[config.mk]
export PLATFORM = sky130hd
export DESIGN_NAME = tpr_out_queue_flat
export DESIGN_NICKNAME = d
export VERILOG_FILES = /design/src/hdl/tpr_pkg.sv /design/src/hdl/tpr_stream_if.sv /design/src/hdl/tpr_out_queue.sv /design/src/flat_wrapper.sv
export SDC_FILE = /design/constraint.sdc
export NUM_CORES = 1
export LEC_CHECK = 0
export BUFFER_PORTS_ARGS = -buffer_cell sky130_fd_sc_hd__buf_2
export CELL_PAD_IN_SITES_DETAIL_PLACEMENT = 1
export CELL_PAD_IN_SITES_GLOBAL_PLACEMENT = 2
export CORE_UTILIZATION = 39
export CTS_CLUSTER_DIAMETER = 100
export DETAILED_ROUTE_END_ITERATION = 7
export PLACE_DENSITY = 0.83
export SETUP_SLACK_MARGIN = 0.5
export SYNTH_ARGS = -nofsm -noshare
export SYNTH_HDL_FRONTEND = slang
export SYNTH_SLANG_ARGS = --single-unit
[constraint.sdc]
create_clock -name clk -period 4.6 [get_ports clk]
set_clock_uncertainty 0.2 [all_clocks]
set_input_delay 0.92 -clock clk [delete_from_list [all_inputs] [get_ports clk]]
set_output_delay 0.92 -clock clk [all_outputs]
set_load 0.05 [all_outputs]
[src/hdl/tpr_pkg.sv]
// Shared types and constants for the TLG5 pixel reconstruction core.
package tpr_pkg;

	localparam int unsigned LINE_DEPTH  = 4096;
	localparam int unsigned LINE_AW     = $clog2(LINE_DEPTH);
	localparam int unsigned QUEUE_DEPTH = 3;
	localparam int unsigned QUEUE_AW    = $clog2(QUEUE_DEPTH);
	localparam int unsigned QUEUE_CW    = $clog2(QUEUE_DEPTH + 1);

	localparam int unsigned CFG_IDX_W  = 2;
	localparam int unsigned CFG_DATA_W = 16;
	localparam int unsigned WIDTH_W    = 13;
	localparam int unsigned HEIGHT_W   = 16;

	localparam logic [CFG_IDX_W-1:0] CFG_IMAGE_WIDTH  = 2'd0;
	localparam logic [CFG_IDX_W-1:0] CFG_IMAGE_HEIGHT = 2'd1;
	localparam logic [CFG_IDX_W-1:0] CFG_ALPHA_ENABLE = 2'd2;

	localparam logic [7:0] ALPHA_OPAQUE = 8'hFF;

	typedef struct packed {
		logic [7:0] alpha;
		logic [7:0] red;
		logic [7:0] green;
		logic [7:0] blue;
	} pixel_t;

	typedef struct packed {
		pixel_t pix;
		logic   row_end;
		logic   frame_end;
	} out_word_t;

endpackage

[src/hdl/tpr_stream_if.sv]


interface tpr_pix_out_if;
	logic       valid;
	logic       ready;
	logic [7:0] out_blue;
	logic [7:0] out_green;
	logic [7:0] out_red;
	logic [7:0] out_alpha;
	logic       row_end;
	logic       frame_end;

	modport source (output valid, output out_blue, output out_green, output out_red,
		output out_alpha, output row_end, output frame_end, input ready);
	modport sink (input valid, input out_blue, input out_green, input out_red,
		input out_alpha, input row_end, input frame_end, output ready);
endinterface

[src/hdl/tpr_out_queue.sv]
// Output queue decoupling the reconstruct stage from downstream stalls.
module tpr_out_queue (
	input  logic                          clk,
	input  logic                          arst_n,
	input  logic                          push,
	input  tpr_pkg::out_word_t            push_word,
	output logic [tpr_pkg::QUEUE_CW-1:0]  count,
	tpr_pix_out_if.source                 pix_out
);

	tpr_pkg::out_word_t               entry_q [tpr_pkg::QUEUE_DEPTH];
	logic [tpr_pkg::QUEUE_AW-1:0]     wr_ptr_q;
	logic [tpr_pkg::QUEUE_AW-1:0]     rd_ptr_q;
	logic [tpr_pkg::QUEUE_CW-1:0]     count_q;
	logic                             pop;
	tpr_pkg::out_word_t               head;

	localparam logic [tpr_pkg::QUEUE_AW-1:0] PTR_LAST =
		tpr_pkg::QUEUE_AW'(tpr_pkg::QUEUE_DEPTH - 1);

	assign pop  = (count_q != '0) && pix_out.ready;
	assign head = entry_q[rd_ptr_q];

	always_ff @(posedge clk) begin
		if (push) begin
			entry_q[wr_ptr_q] <= push_word;
		end
	end

	always_ff @(posedge clk or negedge arst_n) begin
		if (!arst_n) begin
			wr_ptr_q <= '0;
			rd_ptr_q <= '0;
			count_q  <= '0;
		end else begin
			if (push) begin
				wr_ptr_q <= (wr_ptr_q == PTR_LAST) ? '0 : wr_ptr_q + 1'b1;
			end
			if (pop) begin
				rd_ptr_q <= (rd_ptr_q == PTR_LAST) ? '0 : rd_ptr_q + 1'b1;
			end
			case ({push, pop})
				2'b10:   count_q <= count_q + 1'b1;
				2'b01:   count_q <= count_q - 1'b1;
				default: count_q <= count_q;
			endcase
		end
	end

	assign count             = count_q;
	assign pix_out.valid     = (count_q != '0);
	assign pix_out.out_blue  = head.pix.blue;
	assign pix_out.out_green = head.pix.green;
	assign pix_out.out_red   = head.pix.red;
	assign pix_out.out_alpha = head.pix.alpha;
	assign pix_out.row_end   = head.row_end;
	assign pix_out.frame_end = head.frame_end;

endmodule

[src/flat_wrapper.sv]
// flat-port wrapper written by rule: the top's interface ports become plain ports
module tpr_out_queue_flat 
  (clk, arst_n, push, push_word, count, pix_out_valid, pix_out_out_blue, pix_out_out_green, pix_out_out_red, pix_out_out_alpha, pix_out_row_end, pix_out_frame_end, pix_out_ready);
  tpr_pix_out_if pix_out_i ();
  input  logic clk;
  input  logic arst_n;
  input  logic push;
  input  tpr_pkg::out_word_t push_word;
  output logic [tpr_pkg::QUEUE_CW-1:0] count;
  output wire logic [$bits(pix_out_i.valid)-1:0] pix_out_valid;
  output wire logic [$bits(pix_out_i.out_blue)-1:0] pix_out_out_blue;
  output wire logic [$bits(pix_out_i.out_green)-1:0] pix_out_out_green;
  output wire logic [$bits(pix_out_i.out_red)-1:0] pix_out_out_red;
  output wire logic [$bits(pix_out_i.out_alpha)-1:0] pix_out_out_alpha;
  output wire logic [$bits(pix_out_i.row_end)-1:0] pix_out_row_end;
  output wire logic [$bits(pix_out_i.frame_end)-1:0] pix_out_frame_end;
  input wire logic [$bits(pix_out_i.ready)-1:0] pix_out_ready;
  assign pix_out_valid = pix_out_i.valid;
  assign pix_out_out_blue = pix_out_i.out_blue;
  assign pix_out_out_green = pix_out_i.out_green;
  assign pix_out_out_red = pix_out_i.out_red;
  assign pix_out_out_alpha = pix_out_i.out_alpha;
  assign pix_out_row_end = pix_out_i.row_end;
  assign pix_out_frame_end = pix_out_i.frame_end;
  assign pix_out_i.ready = pix_out_ready;
  tpr_out_queue u_core (.clk(clk), .arst_n(arst_n), .push(push), .push_word(push_word), .count(count), .pix_out(pix_out_i));
endmodule
==> flow_metrics.env <==
export IMPL_cts_root_buffer="clkbuf_8"
export IMPL_synthXorXnorAreaFrac_pct=0.6430
export IMPL_rr_startpoint="u_core.wr_ptr_q[0]"
export IMPL_drc=0
export IMPL_fin_tns_setup_ns=0
export IMPL_startpoint_type="flip-flop"
export IMPL_hold_viol_final=0
export IMPL_post_cts_buffers=0
export IMPL_fillerInstances=1034
export IMPL_hpwlAfterDp_microns=4414
export IMPL_cts_buffers=9
export IMPL_synth_net_count=281
export IMPL_grt_pass1_wl_microns=11700
export IMPL_clkTransAtPathRegs_ns=0.10
export IMPL_yosys_warnings=0
export IMPL_fin_cells=459
export IMPL_p_int_mw=1.938
export IMPL_power_density_nw_per_um2=733.2
export IMPL_grt_max_degree=72
export IMPL_relSlewSlack_pct=18.60
export IMPL_synthMuxAreaShare_pct=8.328
export IMPL_maxCapViolCount=0
export IMPL_core_area_sq_um=10230
export IMPL_p_leak_nw=1.764
export IMPL_synthSimpleGateAreaFrac_pct=4.348
export IMPL_fmax_mhz=299.7
export IMPL_synthTopCellsByArea="edfxtp_1, mux2i_1, o21ai_1"
export IMPL_p_seq_share_pct=42.5
export IMPL_swShare_pct=44.77
export IMPL_dieArea_sq_um=10890
export IMPL_cp_end_kind="primary output"
export IMPL_worst_ep_arrival_time_ns=2.22
export IMPL_hp_class="in -> async"
export IMPL_avgSynthCellArea_sq_um=16.89
export IMPL_placement_rows=37
export IMPL_drt_wl_total_microns=7337
export IMPL_grt_usage_pct=14.30
export IMPL_syn_inst=242
export IMPL_final_nets=357
export IMPL_die_height_microns=104.4
export IMPL_power_switching_mw=1.571
export IMPL_htree_levels=3
export IMPL_yosysSeqAreaShare_pct=78.63
export IMPL_finalCritPeriodShare_pct=72.54
export IMPL_synth_adder_area_share_pct=0.3062
export IMPL_grt_pass1_vias=2271
export IMPL_clkLatencyLatePin_ns=0.36
export IMPL_slew_viol_final=0
export IMPL_cp_data_required_time_ns=3.48
export IMPL_cts_sinks=108
export IMPL_drt_iter0_drc=50
export IMPL_yosys_cell_types_count=21
export IMPL_status="finished clean"
export IMPL_synth_compound_area_share_pct=4.960
export IMPL_cts_tree="built"
export IMPL_period_needed_ns=3.337
export IMPL_hold_ws_ns=0.1689
export IMPL_routabilityCongestion=0.6762
export IMPL_synthToLayoutAreaGrowth_pct=17.12
export IMPL_synth_top_cell_by_area="edfxtp_1"
export IMPL_hold_buffers=0
export IMPL_synth_seq_cells=108
export IMPL_io_pins=75
export IMPL_initial_core_util_pct=39.94
export IMPL_antenna_found_initial=0
export IMPL_num_vias=2191
export IMPL_insertedDiodeCount=0
export IMPL_clk_path_buf_depth=2
export IMPL_clkPwrFrac_pct=17.7
export IMPL_synth_top_family_by_area="multiplexers"
export IMPL_critPathKind="reg -> out"
export IMPL_drt_pass1_iterations=4
export IMPL_tightest_slew_ns=1.221
export IMPL_ant_nets=0
export IMPL_placed_cells=443
export IMPL_viasPerCell=4.773
export IMPL_fp_dieW_microns=104.4
export IMPL_worst_path_max_fanout=37
export IMPL_drive_gt1_share_pct=30.34
export IMPL_drt_wirelength_per_cell_microns=15.98
export IMPL_synth_top_area_share_pct=74.95
export IMPL_postCtsResizedCells=0
export IMPL_io_buffers=74
export IMPL_critPathLaunch="u_core.rd_ptr_q[0]"
export IMPL_setup_violations=0
export IMPL_grt_setup_unrepaired="false"
export IMPL_syn_cell_area_sq_um=4086
export IMPL_overflow=0
export IMPL_p_comb_share_pct=39.8
export IMPL_peakVddDrop_mv=0.3929
## cell type report
class,instances,area [sq um],area share (%)
clock buffers,11,131.4,2.745
well taps,136,170.2,3.556
clock inverters,5,85.08,1.778
multi-input cells,120,783.3,16.37
flip-flops and latches,108,3216,67.19
repair buffers,77,392.9,8.209
inverters,2,7.507,0.1569
## per-layer routing
metal	global-route usage [%]	wire, microns
met1	19.21	3444
met2	22.66	3558
met3	3.759	260
met4	4.592	74
met5	0	0
## stage by stage
stage,instance area (sq um),util (%),power [mW],worst slack (ns)
after floorplan,4091,-,2.629,0.5426
after global placement,4569,44.66,2.916,1.590
after detailed placement,4569,44.66,2.939,1.593
after CTS,4786,46.78,3.560,1.202
after global routing,4786,46.78,3.686,1.069
final,4786,46.78,3.509,1.263
## state kept, by name (all words and copies together) (netlist names)
name,cells
u_core.entry_q,102
u_core.count,2
u_core.rd_ptr_q,2
u_core.wr_ptr_q,2
## logic make-up (layout without fill, tap and decap cells)
logic type                 count (synthesis)  in the layout
DFF                                      108            108
and+or+nand+nor                           43             43
AOI/OAI and AO/OA                         39             39
muxes                                     34             34
buffers and inverters                     14             95
xor gates and xnor gates                   3              3
adders and majority gates                  1              1
## layout by cell type, fill, tap and decap left out
| master | n |
|---|---|
| edfxtp_1 | 102 |
| buf_2 | 74 |
| nand2_1 | 36 |
| o21ai_1 | 35 |
| mux2i_1 | 34 |
| clkbuf_8 | 9 |
| dfrtp_1 | 4 |
| a21o_1 | 3 |
| buf_4 | 3 |
| inv_1 | 2 |
| nor3_2 | 2 |
| xnor2_1 | 2 |
| bufinv_16 | 2 |
| clkbuf_1 | 2 |
| dfrtp_2 | 2 |
| or2_2 | 1 |
| nor3b_4 | 1 |
| nor2_4 | 1 |
| nor2_1 | 1 |
| xor2_1 | 1 |
| nand2b_1 | 1 |
| o21ai_0 | 1 |
| ha_1 | 1 |
| inv_6 | 1 |
| clkinv_4 | 1 |
| clkinvlp_4 | 1 |
## cell usage after synthesis
cell,number
a21o_1,3
buf_12,3
buf_2,4
buf_6,1
clkbuf_1,4
dfrtp_1,6
edfxtp_1,102
ha_1,1
inv_1,2
mux2i_1,34
nand2_1,36
nand2b_1,1
nor2_1,2
nor3_1,1
nor3_2,1
nor3b_1,1
o21ai_0,1
o21ai_1,35
or2_2,1
xnor2_1,2
xor2_1,1
## worst max-delay path, cell delays in order, from the launching register on
cell and delay, ns:
dfrtp_2 1.12, mux2i_1 0.18, o21ai_1 0.24, buf_2 0.32
## path summary, 6_finish.rpt
kind	end	slack, ns	cells past startpoint
max in group asynchronous	u_core.rd_ptr_q[1]	3.85	1
worst min-delay path	u_core.count[1]	0.17	1
worst max-delay path	pix_out_out_red[7]	1.26	3
worst min register to register	u_core.count[1]	0.33	1
min in group clk	u_core.count[1]	0.33	1
worst max register to register	u_core.entry_q[1][1]	2.59	2
## power groups by stage
stage,clock (mW),sequential [mW],combinational (mW)
CTS,0.641,1.50,1.42
detailed placement,0,1.52,1.42
global placement,0,1.51,1.40
global route,0.676,1.53,1.48
floorplan,0,1.37,1.26
finish,0.622,1.49,1.40
(Power assumes the default switching activity.)
